--- config.mk ---
export PLATFORM = sky130hd
export DESIGN_NAME = uvs_div_cell
export DESIGN_NICKNAME = d
export VERILOG_FILES = /design/src/sv/uvs_pkg.sv /design/src/sv/uvs_div_cell.sv
export SDC_FILE = /design/constraint.sdc
export NUM_CORES = 1
export LEC_CHECK = 0
export ABC_CLOCK_PERIOD_IN_PS = 3000
export BUFFER_PORTS_ARGS = -buffer_cell sky130_fd_sc_hd__buf_2
export CORE_AREA = 3 3 112 114
export CTS_BUF_LIST = sky130_fd_sc_hd__clkbuf_8
export DETAILED_ROUTE_END_ITERATION = 16
export DIE_AREA = 0 0 115 117
export PLACE_DENSITY = 0.84
export SYNTH_ARGS = -nofsm -noshare
export SYNTH_HDL_FRONTEND = slang
export SYNTH_SLANG_ARGS = --single-unit
--- constraint.sdc ---
create_clock -name aclk -period 3 [get_ports aclk]
set_input_delay 0.9 -clock aclk [delete_from_list [all_inputs] [get_ports aclk]]
set_output_delay 0.9 -clock aclk [all_outputs]
set_load 0.05 [all_outputs]
--- src/sv/uvs_pkg.sv ---
// shared types, constants and rounding helpers for the uv sphere generator
// no dependencies
package uvs_pkg;

    localparam int CNT_W   = 9;
    localparam int IDX_W   = 17;
    localparam int QUO_W   = 17;
    localparam int CFG_A_W = 2;
    localparam int CFG_D_W = 16;
    localparam int DIV_STEPS = QUO_W;

    localparam logic [CFG_A_W-1:0] REG_RADIUS  = 2'd0;
    localparam logic [CFG_A_W-1:0] REG_SECTORS = 2'd1;
    localparam logic [CFG_A_W-1:0] REG_STACKS  = 2'd2;

    localparam logic [15:0] RADIUS_RST  = 16'd256;
    localparam logic [CNT_W-1:0] SECTORS_RST = 9'd36;
    localparam logic [CNT_W-1:0] STACKS_RST  = 9'd18;

    localparam int MAX_SECTORS_DEF = 256;
    localparam int MAX_STACKS_DEF  = 256;

    // quarter-wave sine coefficients, Q28
    localparam logic [29:0] SIN_C0 = 30'd421657428;
    localparam logic [29:0] SIN_C1 = 30'd173399668;
    localparam logic [29:0] SIN_C2 = 30'd21392319;
    localparam logic [29:0] SIN_C3 = 30'd1214623;

    localparam int SINE_LAT = 6;

    typedef struct packed {
        logic [CNT_W-1:0] rem;
        logic [QUO_W-1:0] num;
    } div_lane_t;

    // divider lanes: 0 = tex_v, 1 = tex_u, 2 = longitude phase
    typedef struct packed {
        div_lane_t [2:0]  lane;
        logic [CNT_W-1:0] sc;
        logic [CNT_W-1:0] st;
        logic [IDX_W-1:0] k1;
        logic [IDX_W-1:0] k2;
        logic             up;
        logic             lo;
    } cell_data_t;

    typedef struct packed {
        logic [15:0]      tu;
        logic [15:0]      tv;
        logic [IDX_W-1:0] k1;
        logic [IDX_W-1:0] k2;
        logic             up;
        logic             lo;
    } side_t;

    // signed shift right, rounding half away from zero
    function automatic logic signed [47:0] round_shift(input logic signed [47:0] v,
                                                       input int sh);
        logic [47:0] mag;
        logic [47:0] half;
        half = 48'(1) << (sh - 1);
        mag  = v[47] ? 48'(-v) : 48'(v);
        mag  = (mag + half) >> sh;
        return v[47] ? -signed'(mag) : signed'(mag);
    endfunction

    function automatic logic signed [15:0] sat16(input logic signed [47:0] v);
        if (v > 48'sd32767) begin
            return 16'sh7fff;
        end else if (v < -48'sd32768) begin
            return 16'sh8000;
        end
        return v[15:0];
    endfunction

endpackage

--- src/sv/uvs_div_cell.sv ---
// one restoring-division cell: one quotient bit for each of three lanes
// depends on uvs_pkg
module uvs_div_cell (
    input  logic               aclk,
    input  logic               aresetn,
    input  logic               en,
    input  logic               valid_in,
    input  uvs_pkg::cell_data_t data_in,
    output logic               valid_out,
    output uvs_pkg::cell_data_t data_out
);
    import uvs_pkg::*;

    cell_data_t data_next;
    logic       valid_reg;
    cell_data_t data_reg;

    always_comb begin
        logic [CNT_W:0]   rem2;
        logic [CNT_W:0]   dvs;
        logic             ge;
        data_next = data_in;
        for (int n = 0; n < 3; n++) begin
            dvs  = (n == 0) ? {1'b0, data_in.st} : {1'b0, data_in.sc};
            rem2 = {data_in.lane[n].rem, data_in.lane[n].num[QUO_W-1]};
            ge   = (rem2 >= dvs);
            data_next.lane[n].rem = ge ? CNT_W'(rem2 - dvs) : CNT_W'(rem2);
            data_next.lane[n].num = {data_in.lane[n].num[QUO_W-2:0], ge};
        end
    end

    always_ff @(posedge aclk) begin
        if (!aresetn) begin
            valid_reg <= 1'b0;
        end else if (en) begin
            valid_reg <= valid_in;
        end
    end

    always_ff @(posedge aclk) begin
        if (en) begin
            data_reg <= data_next;
        end
    end

    assign valid_out = valid_reg;
    assign data_out  = data_reg;

endmodule

==> impl_metrics.tcl, run 1 <==
set metrics [dict create \
    portBuffers 268 \
    cts_tree "yes" \
    path_class "in2reg" \
    core_area_um2 11520 \
    hold_viol 0 \
    layout_common_cells "267 x buf_2, 132 x edfxtp_1, 28 x inv_1, 27 x ha_1, 23 x mux2_2" \
    wl_um 14580 \
    p_comb_share_pct 26.3 \
    ys_ff_latch 133 \
    max_stage_delay_ns 0.42 \
    synthCells 337 \
    clockBufferDepth 2 \
    ys.warnings.count 0 \
    rows 39 \
    setup_viol 0 \
    power.density_nw_per_um2 654.5 \
    internal-power_mw 3.244 \
    worst_slew_pin_slew_ns 0.5913 \
    drc 0 \
    fin_worst_skew_ns 0 \
    wl_per_cell_um 18.57 \
    p_leak_nw 3.337 \
    ioPinCount 269 \
    drtIter0Drc 381 \
    synth_top_cell_area_share_pct 71.19 \
    ys_top_cells_by_area "edfxtp_1 71%, ha_1 6.1%, mux2_2 4.7%, inv_1 1.8%, xnor2_1 1.3%" \
    final_nets 793 \
    worstPathRequired_ns 3.18 \
    synth_edf_count 132 \
    clk_latency_ns 0.43 \
    cts.htree.levels 4 \
    grt_use_total_pct 20.72 \
    post-route-period-util_pct 89.36 \
    yosysUniqueCellTypes 45 \
    area_growth_pct 34.67 \
    synth_largest_area_cell "edfxtp_1" \
    yosysSeqAreaShare_pct 71.55 \
    switching_share_pct 33.90 \
    syn_avg_cell_area_um2 16.52 \
    root_buffer "clkbuf_8" \
    netlist_area_um2 5568 \
    antenna_found_initial 2 \
    slowest_stage "a221oi_1" \
    cts_hold_buf 0 \
    fmax_mhz 373.0 \
    status "completed" \
    p_sw_mw 1.664 \
    layout-drive-gt1-share_pct 51.41 \
    gr-total-overflow 0 \
    synthArstFlopShare_pct 0 \
    critPathLaunchType "primary input" \
    cts-resized-gates 0 \
    die_h_um 117 \
    cp_max_fo 3 \
    die_area_um2 13460 \
    first_pass_iters 4 \
    vias_per_cell 5.082 \
    fin_util_pct 65.11 \
    hold_class "reg2reg" \
    start_util_pct 48.35 \
    cts_sinks 133 \
    rsz0062_at_grt "false" \
    grt_max_degree 62 \
    grt_pass1_wl_um 20820 \
    fin_hold_ws_ns 0.5380 \
    cp_cell_sequence "buf_2 -> inv_1 -> ha_1 -> inv_1 -> fa_1 -> a21o_1 -> a221oi_1 -> o21ai_0 -> xnor2_1 -> mux2_2" \
    mostFrequentLayoutCell "buf_2" \
    arrival_ns 2.86 \
    ys_dominant_reg_cell "edfxtp_1" \
    cts_buffers 17 \
    maxCapViolations 0 \
    gp_congestion 0.8212 \
    crit_path_frequent_cell "inv_1" \
    ant_nets 0 \
    vias 3989 \
    tns_ns 0 \
    ir_drop_v 0.0003941 \
    path_clk_slew_ns 0.07 \
    pwr-share-seq_pct 46.7 \
    finalCriticalPeriod_ns 2.681 \
    clockPowerShare_pct 27.0 \
    fp.dieW_um 115 \
    slew_violations 0 \
    dpl.hpwl_um 11490 \
    syn_nets 503 \
    end_kind "flip-flop" \
    slew_headroom_pct 60.58 \
    grt_pass1_vias 4089 \
    post-cts-setup-buffers 0 \
]
==> path summary, 6_finish.rpt <==
| kind | from | endpoint | slack, ns | cells after the start |
|---|---|---|---|---|
| setup reg to reg | valid_out | valid_out | 2.39 | 2 |
| setup / recovery | data_in[96] | data_out[105] | 0.32 | 10 |
| hold / removal | valid_out | valid_out | 0.54 | 2 |
| hold reg to reg | valid_out | valid_out | 0.54 | 2 |
==> routing by layer <==
metal	vias to the layer above	part of all wire [%]	track usage, %
met5	-	0	0
met1	1896	36	22.92
li1	1872	-	-
met3	32	7.5	5.501
met4	0	3.4	11.19
met2	189	53	36.50
==> registers in the layout, summed over array words and instances, names as in the netlist <==
register,flops
valid_out,1
data_out,132
==> per-stage QoR <==
stage | worst slack, ns | area (um^2) | power [mW] | std cells
after CTS | 0.3759 | 7493 | 4.949 | 783
final | 0.3192 | 7498 | 4.908 | 785
after floorplan | 0.1678 | 5568 | 3.240 | 337
after global routing | 0.2409 | 7498 | 5.108 | 785
after detailed placement | -0.08180 | 7143 | 3.623 | 751
after global placement | 0.01983 | 7143 | 3.594 | 751
==> kinds of logic (layout without fill, tap and decap cells) <==
group / count (synthesis) / after routing / synth area share [%]
xor+xnor: 13 / 13 / 2.045
flops: 133 / 133 / 71.55
buf+inv: 29 / 332 / 2.000
simple gates: 50 / 50 / 4.854
other cells: 0 / 2 / 0
compound gates: 53 / 53 / 6.674
fa+ha+maj: 30 / 30 / 7.146
mux: 29 / 29 / 5.730
==> power by group through the flow <==
| stage | registers (mW) | clock network, mW | logic [mW] |
|---|---|---|---|
| 2_1_floorplan | 2.95 | 0 | 0.287 |
| 3_3_place_gp | 2.33 | 0 | 1.27 |
| 3_5_place_dp | 2.33 | 0 | 1.29 |
| 4_1_cts | 2.29 | 1.36 | 1.30 |
| 5_1_grt | 2.31 | 1.44 | 1.36 |
| 6_report | 2.29 | 1.32 | 1.29 |
==> worst max-delay path: cells and delay by family <==
| family | cells | cell delay (ns) |
|---|---|---|
| adders and majority gates | 2 | 0.56 |
| xor gates and xnor gates | 1 | 0.15 |
| buffers and inverters | 3 | 0.21 |
| AOI/OAI and AO/OA | 3 | 0.77 |
| muxes | 1 | 0.26 |
==> cells in the mapped netlist (all sizes together), types with 2 or more instances <==
cell / count
edfxtp: 132
ha: 27
inv: 27
mux2: 23
a21oi: 14
nor2: 12
nand2: 9
o21ai: 8
xnor2: 8
a21o: 7
nor2b: 7
mux2i: 6
a21boi: 5
xor2: 5
nand3: 4
nand3b: 4
a211oi: 3
fa: 3
nand4: 3
nor3: 3
a221oi: 2
a31oi: 2
and3: 2
nand2b: 2
o2111ai: 2
o21a: 2
==> cell type report <==
| cell class | count | area, um^2 |
|---|---|---|
| Fill cell | 854 | 4018 |
| Sequential cell | 133 | 3984 |
| Multi-Input combinational cell | 175 | 1473 |
| Timing Repair Buffer | 273 | 1406 |
| Clock buffer | 17 | 234.0 |
| Tap cell | 143 | 178.9 |
| Clock inverter | 15 | 116.4 |
| Inverter | 27 | 101.3 |
| Antenna cell | 2 | 5.005 |
Note: power is estimated with default switching activity, not from simulation.
==> run 2, diff against run 1 <==
Settings changed: ABC_AREA set to 1, CORE_AREA 3 3 112 114 to 3 3 115 117, DIE_AREA 0 0 115 117 to 0 0 118 120, PLACE_DENSITY 0.84 to 0.83.
==> run 2 against run 1 <==
  * Flip-flop and latch count unchanged
  * Combinational power increased by 3%
  * Register-to-register slack lost 0.03 ns
  * Critical endpoint is now data_out[73]
  * Worst setup slack gained 0.45 ns
==> impl_metrics.tcl, run 2 <==
set metrics [dict create \
    portBuffers 268 \
    final_nets 963 \
    largest_register_ffs 132 \
    synth_top_cell_area_share_pct 66.40 \
    post-route-period-util_pct 74.21 \
    hold_class "reg2reg" \
    path_class "in2reg" \
    tns_ns 0 \
    slowest_stage "fa_1" \
    ys.warnings.count 0 \
    p_sw_mw 1.836 \
    grt_pass1_vias 4530 \
    ys_top_cells_by_area "edfxtp_1 66%, nand2_1 9.2%, ha_1 5.7%, inv_1 4.7%, nand3_1 4.4%" \
    worst-r2r-setup-slack_ns 2.36 \
    wl_um 15580 \
    worst_slew_pin_slew_ns 0.4830 \
    r2r-start "valid_out" \
    p_leak_nw 3.897 \
    mostFrequentLayoutCell "buf_2" \
    path_depth 11 \
    cts_sinks 133 \
    first_pass_iters 5 \
    syn_avg_cell_area_um2 11.66 \
    synth_top_family_by_area "simple AND/OR/NAND/NOR gates" \
    rows 41 \
    die_h_um 120 \
    ioPinCount 269 \
    worstPathRequired_ns 3.20 \
    arrival_ns 2.43 \
    clockPowerShare_pct 29.2 \
    grt_max_degree 61 \
    antenna_found_initial 0 \
    yosysSeqAreaShare_pct 66.74 \
    gr-total-overflow 0 \
    switching_share_pct 36.00 \
    cts.htree.levels 4 \
    yosysUniqueCellTypes 26 \
    ant_nets 0 \
    post-cts-setup-buffers 0 \
    slew_headroom_pct 67.80 \
    die_area_um2 14160 \
    syn_nets 678 \
    cts-resized-gates 0 \
    synth-simple-area-share_pct 18.76 \
    worstRegToRegCells 2 \
    area_growth_pct 33.01 \
    core_area_um2 12470 \
    wl_per_cell_um 15.86 \
    netlist_area_um2 5969 \
    ys_dominant_reg_cell "edfxtp_1" \
    p_comb_share_pct 26.0 \
    path_buf_inv 3 \
    crit_start "data_in[70]" \
    place_area_um2 7542 \
    ir_drop_v 0.0002575 \
    fmax_mhz 449.2 \
    start_util_pct 47.89 \
    hold_viol 0 \
    vias 4689 \
    synth_xor_area_share_pct 1.320 \
    layout_common_cells "267 x buf_2, 146 x nand2_1, 132 x edfxtp_1, 75 x inv_1, 52 x nand3_1" \
    pwr-share-seq_pct 44.8 \
    layout-drive-gt1-share_pct 40.49 \
    synth_compound_gate_area_share_pct 1.237 \
    synthCells 512 \
    finalCriticalPeriod_ns 2.226 \
    synth.area.mux_share_pct 0 \
    slew_violations 0 \
    cp_cell_sequence "buf_2 -> inv_1 -> ha_1 -> inv_1 -> fa_1 -> nand4_1 -> nand2_1 -> nand2_2 -> nand2_4 -> nand2_1 -> nand2_1" \
    crit_family "simple AND/OR/NAND/NOR gates" \
    power_mw 5.100 \
    setup_viol 0 \
    synthArstFlopShare_pct 0 \
    fp.dieW_um 118 \
    clockBufferDepth 2 \
    dpl.hpwl_um 12410 \
    crit_path_end "data_out[73]" \
    vias_per_cell 4.775 \
    drc 0 \
    grt_pass1_wl_um 23710 \
    gp_congestion 0.9112 \
    clk_latency_ns 0.44 \
    internal-power_mw 3.264 \
    final_area_um2 7940 \
    ys_ff_latch 133 \
    worstHoldStart "valid_out" \
    synth_largest_area_cell "edfxtp_1" \
    drtIter0Drc 465 \
    crit_path_frequent_cell "nand2_1" \
    max_stage_delay_ns 0.43 \
    maxCapViolations 0 \
    synth_edf_count 132 \
    cts_buffers 17 \
    synthAdderAreaFrac_pct 6.665 \
    antenna_cells 0 \
    end_kind "flip-flop" \
    root_buffer "clkbuf_8" \
    critPathLaunchType "primary input" \
    synth_commonest_cells "146 x nand2_1, 132 x edfxtp_1, 75 x inv_1, 52 x nand3_1, 27 x ha_1" \
    synth.most_common_cell "nand2_1" \
    fin_worst_skew_ns 0 \
    cts_hold_buf 0 \
    reg2reg_to "valid_out" \
    cts_tree "yes" \
    power.density_nw_per_um2 642.4 \
    status "completed" \
    grt_use_total_pct 21.92 \
    cp_max_fo 10 \
    rsz0062_at_grt "false" \
    path_clk_slew_ns 0.08 \
]
==> run 2: cell types whose count changed after synthesis, sizes merged, moves of 8 or more <==
cell   change
mux2      -23
nand2    +156
xnor2      -8
nand3     +48
inv       +49
==> run 2: tightest hold or removal path, stage by stage, from the launching register on <==
cell and delay [ns]:
dfxtp_1 0.31, o21ai_0 0.16, a21oi_1 0.04
==> run 2: cell type report <==
type / count / area (um^2)
fillers: 991 / 4526
flip-flops and latches: 133 / 3984
multi-input cells: 298 / 1670
repair buffers: 270 / 1384
inverters: 77 / 289.0
clock buffers: 17 / 234.0
well taps: 172 / 215.2
clock inverters: 15 / 163.9
==> run 2: metal layers <==
metal  track usage (%)  vias to the layer above  wire (um)  part of all wire (%)
met5                 0                        -          0                     0
met4             9.524                        0        411                   2.6
met3             5.702                       33       1146                   7.4
met2             38.20                      207       8111                    52
met1             25.71                     2154       5907                    38
li1                  -                     2295          -                     -
==> run 2: metrics by stage <==
stage,hold slack (ns),setup WS (ns),util (%),instances
2_1_floorplan,0.7535,0.6667,-,512
3_3_place_gp,0.5175,0.4360,60.50,950
3_5_place_dp,0.5308,0.3544,60.50,950
4_1_cts,0.5477,0.8437,63.70,982
5_1_grt,0.5933,0.6348,63.70,982
6_report,0.5556,0.7736,63.70,982
==> run 2: cell families after synthesis <==
logic type,count (synthesis)
AOI/OAI and AO/OA,14
xor gates and xnor gates,9
DFF,133
adders and majority gates,30
and+or+nand+nor,245
buffers and inverters,81
==> run 2: worst min path at each step <==
stage,to,slack (ns),cells after the start
after floorplan,valid_out,0.75,2
after CTS,valid_out,0.55,2
after global routing,data_out[59],0.59,1
final,valid_out,0.56,2
after global placement,valid_out,0.52,2
after detailed placement,valid_out,0.53,2
==> run 2: power by group through the flow <==
stage	clock (mW)	sequential [mW]	combinational (mW)
after floorplan	0	2.94	0.327
after global placement	0	2.32	1.31
after detailed placement	0	2.33	1.33
after CTS	1.52	2.29	1.33
after global routing	1.59	2.30	1.42
final	1.49	2.28	1.33
==> run 3, diff against run 2 <==
Settings changed: ABC_CLOCK_PERIOD_IN_PS 3000 to 1910, CORE_AREA 3 3 115 117 to 3 3 121 123, DIE_AREA 0 0 118 120 to 0 0 124 126, PLACE_DENSITY 0.83 to 0.79.
Clock period 3 ns to 1.91 ns, I/O delays scaled along.
==> run 3 against run 2 <==
  * First-iteration DRC count is 40% lower
  * Via count grew 3.6%
  * Critical path type unchanged
  * Critical path depth unchanged
  * Clock power is 63% higher
  * Largest cell class unchanged
  * Flip-flop and latch count did not move
  * Cell area grew 7.2%
==> impl_metrics.tcl, run 3 (synthesis results as in run 2) <==
set metrics [dict create \
    drtIter0Drc 279 \
    layout-drive-gt1-share_pct 45.59 \
    pwr-share-seq_pct 43.4 \
    status "completed" \
    clockPowerShare_pct 29.4 \
    worstRegToRegCells 2 \
    worstHoldStart "data_in[16]" \
    wl_um 16470 \
    maxCapViolations 0 \
    cts_tree "yes" \
    fp.dieW_um 124 \
    core_area_um2 13770 \
    clk_latency_ns 0.44 \
    holdPathStages 1 \
    vias 4856 \
    portBuffers 268 \
    ir_drop_v 0.0003888 \
    fin_hold_ws_ns 0.2943 \
    path_clk_slew_ns 0.08 \
    vias_per_cell 4.603 \
    post-cts-setup-buffers 0 \
    rsz0062_at_grt "false" \
    switching_share_pct 34.02 \
    crit_family "simple AND/OR/NAND/NOR gates" \
    p_leak_nw 4.235 \
    cp_max_fo 10 \
    slew_headroom_pct 77.45 \
    grt_use_total_pct 20.71 \
    ant_nets 0 \
    root_buffer "clkbuf_8" \
    rows 43 \
    layout_common_cells "267 x buf_2, 144 x nand2_1, 132 x edfxtp_1, 75 x inv_1, 64 x buf_4" \
    die_area_um2 15620 \
    cts_sinks 133 \
    worst_slew_pin_slew_ns 0.3357 \
    reg2reg_to "valid_out" \
    critPathLaunchType "primary input" \
    hold_class "in2reg" \
    internal-power_mw 5.468 \
    cts.htree.levels 4 \
    fmax_mhz 581.6 \
    arrival_ns 1.92 \
    drc 0 \
    worstPathRequired_ns 2.11 \
    finalCriticalPeriod_ns 1.719 \
    cp_cell_sequence "buf_2 -> inv_1 -> ha_1 -> nand2_1 -> inv_2 -> nand3b_1 -> nor2_1 -> nor2_4 -> nand2_4 -> nand2_1 -> nand2_1" \
    cts-resized-gates 0 \
    path_buf_inv 3 \
    dp.cells 1022 \
    ioPinCount 269 \
    gp_congestion 0.8850 \
    fin_ws_ns 0.1906 \
    cts_hold_buf 0 \
    setup_viol 0 \
    die_h_um 126 \
    path_class "in2reg" \
    slew_violations 0 \
    start_util_pct 43.34 \
    worst-r2r-setup-slack_ns 1.21 \
    antenna_found_initial 2 \
    first_pass_iters 5 \
    r2r-start "valid_out" \
    crit_start "data_in[46]" \
    pre_cts_ws_ns -0.2711 \
    crit_path_frequent_cell "nand2_1" \
    min_to "data_out[16]" \
    cts_buffers 17 \
    clockBufferDepth 2 \
    hold_viol 0 \
    tns_ns 0 \
    dpl.hpwl_um 13080 \
    fin_worst_skew_ns 0 \
    mostFrequentLayoutCell "buf_2" \
    max_stage_delay_ns 0.29 \
    fillers 1145 \
    p_comb_share_pct 27.2 \
    power.density_nw_per_um2 973.4 \
    grt_max_degree 64 \
    end_kind "flip-flop" \
    slowest_stage "ha_1" \
    largest_register_ffs 132 \
    grt_pass1_vias 4716 \
    area_growth_pct 42.61 \
    final_nets 1027 \
    p_sw_mw 2.819 \
    post-route-period-util_pct 90.02 \
    instances_no_fill 1055 \
    grt_pass1_wl_um 24320 \
    gr-total-overflow 0 \
    wl_per_cell_um 15.61 \
]
## run 3: cell types whose count changed in the layout (fill, tap and decap cells not counted), moves of 2 or more
cell and change:
diode_2 +2, nand2_1 -2, inv_8 -4, fa_1 -3, clkinv_4 +4, nand2_4 +2
ha_1 -2, ha_4 +2, inv_6 -2, fa_2 +3, buf_4 +63, bufinv_16 +2
## run 3: stage by stage
stage                     power (mW)  area, um^2  utilization (%)
after floorplan                5.147        6022                -
after global placement         5.868        8098            58.79
after detailed placement       5.920        8098            58.79
after CTS                      8.347        8508            61.77
after global routing           8.662        8513            61.81
final                          8.287        8513            61.81
## run 3: final cells by class
cell class              count  area, um^2  area share [%]
flip-flops and latches    133        3984           46.80
repair buffers            334        1877           22.05
multi-input cells         298        1723           20.24
inverters                  77       289.0           3.395
clock buffers              17       234.0           2.748
well taps                 180       225.2           2.646
clock inverters            14       176.4           2.072
diodes                      2       5.005         0.05879
## run 3: how the worst max path moves through the flow
stage                    end  slack [ns]  cells past startpoint
5_1_grt        data_out[124]        0.04                     11
2_1_floorplan  data_out[104]       0.001                     10
4_1_cts        data_out[123]        0.19                      1
3_3_place_gp   data_out[130]       -0.22                     11
6_report       data_out[130]        0.19                     11
3_5_place_dp   data_out[130]       -0.27                     11
## run 3: power by group through the flow
| stage | Combinational, mW | Clock [mW] | Sequential (mW) |
|---|---|---|---|
| 4_1_cts | 2.27 | 2.48 | 3.60 |
| 3_5_place_dp | 2.26 | 0 | 3.66 |
| 2_1_floorplan | 0.528 | 0 | 4.62 |
| 3_3_place_gp | 2.22 | 0 | 3.65 |
| 5_1_grt | 2.41 | 2.63 | 3.62 |
| 6_report | 2.26 | 2.43 | 3.60 |
## run 3: routing by layer
| layer | GRT usage [%] | vias to the layer above | wire length (um) |
|---|---|---|---|
| met1 | 23.38 | 2209 | 6124 |
| met4 | 8.505 | 0 | 378 |
| li1 | - | 2421 | - |
| met2 | 36.88 | 201 | 8658 |
| met3 | 5.209 | 25 | 1310 |
| met5 | 0 | - | 0 |
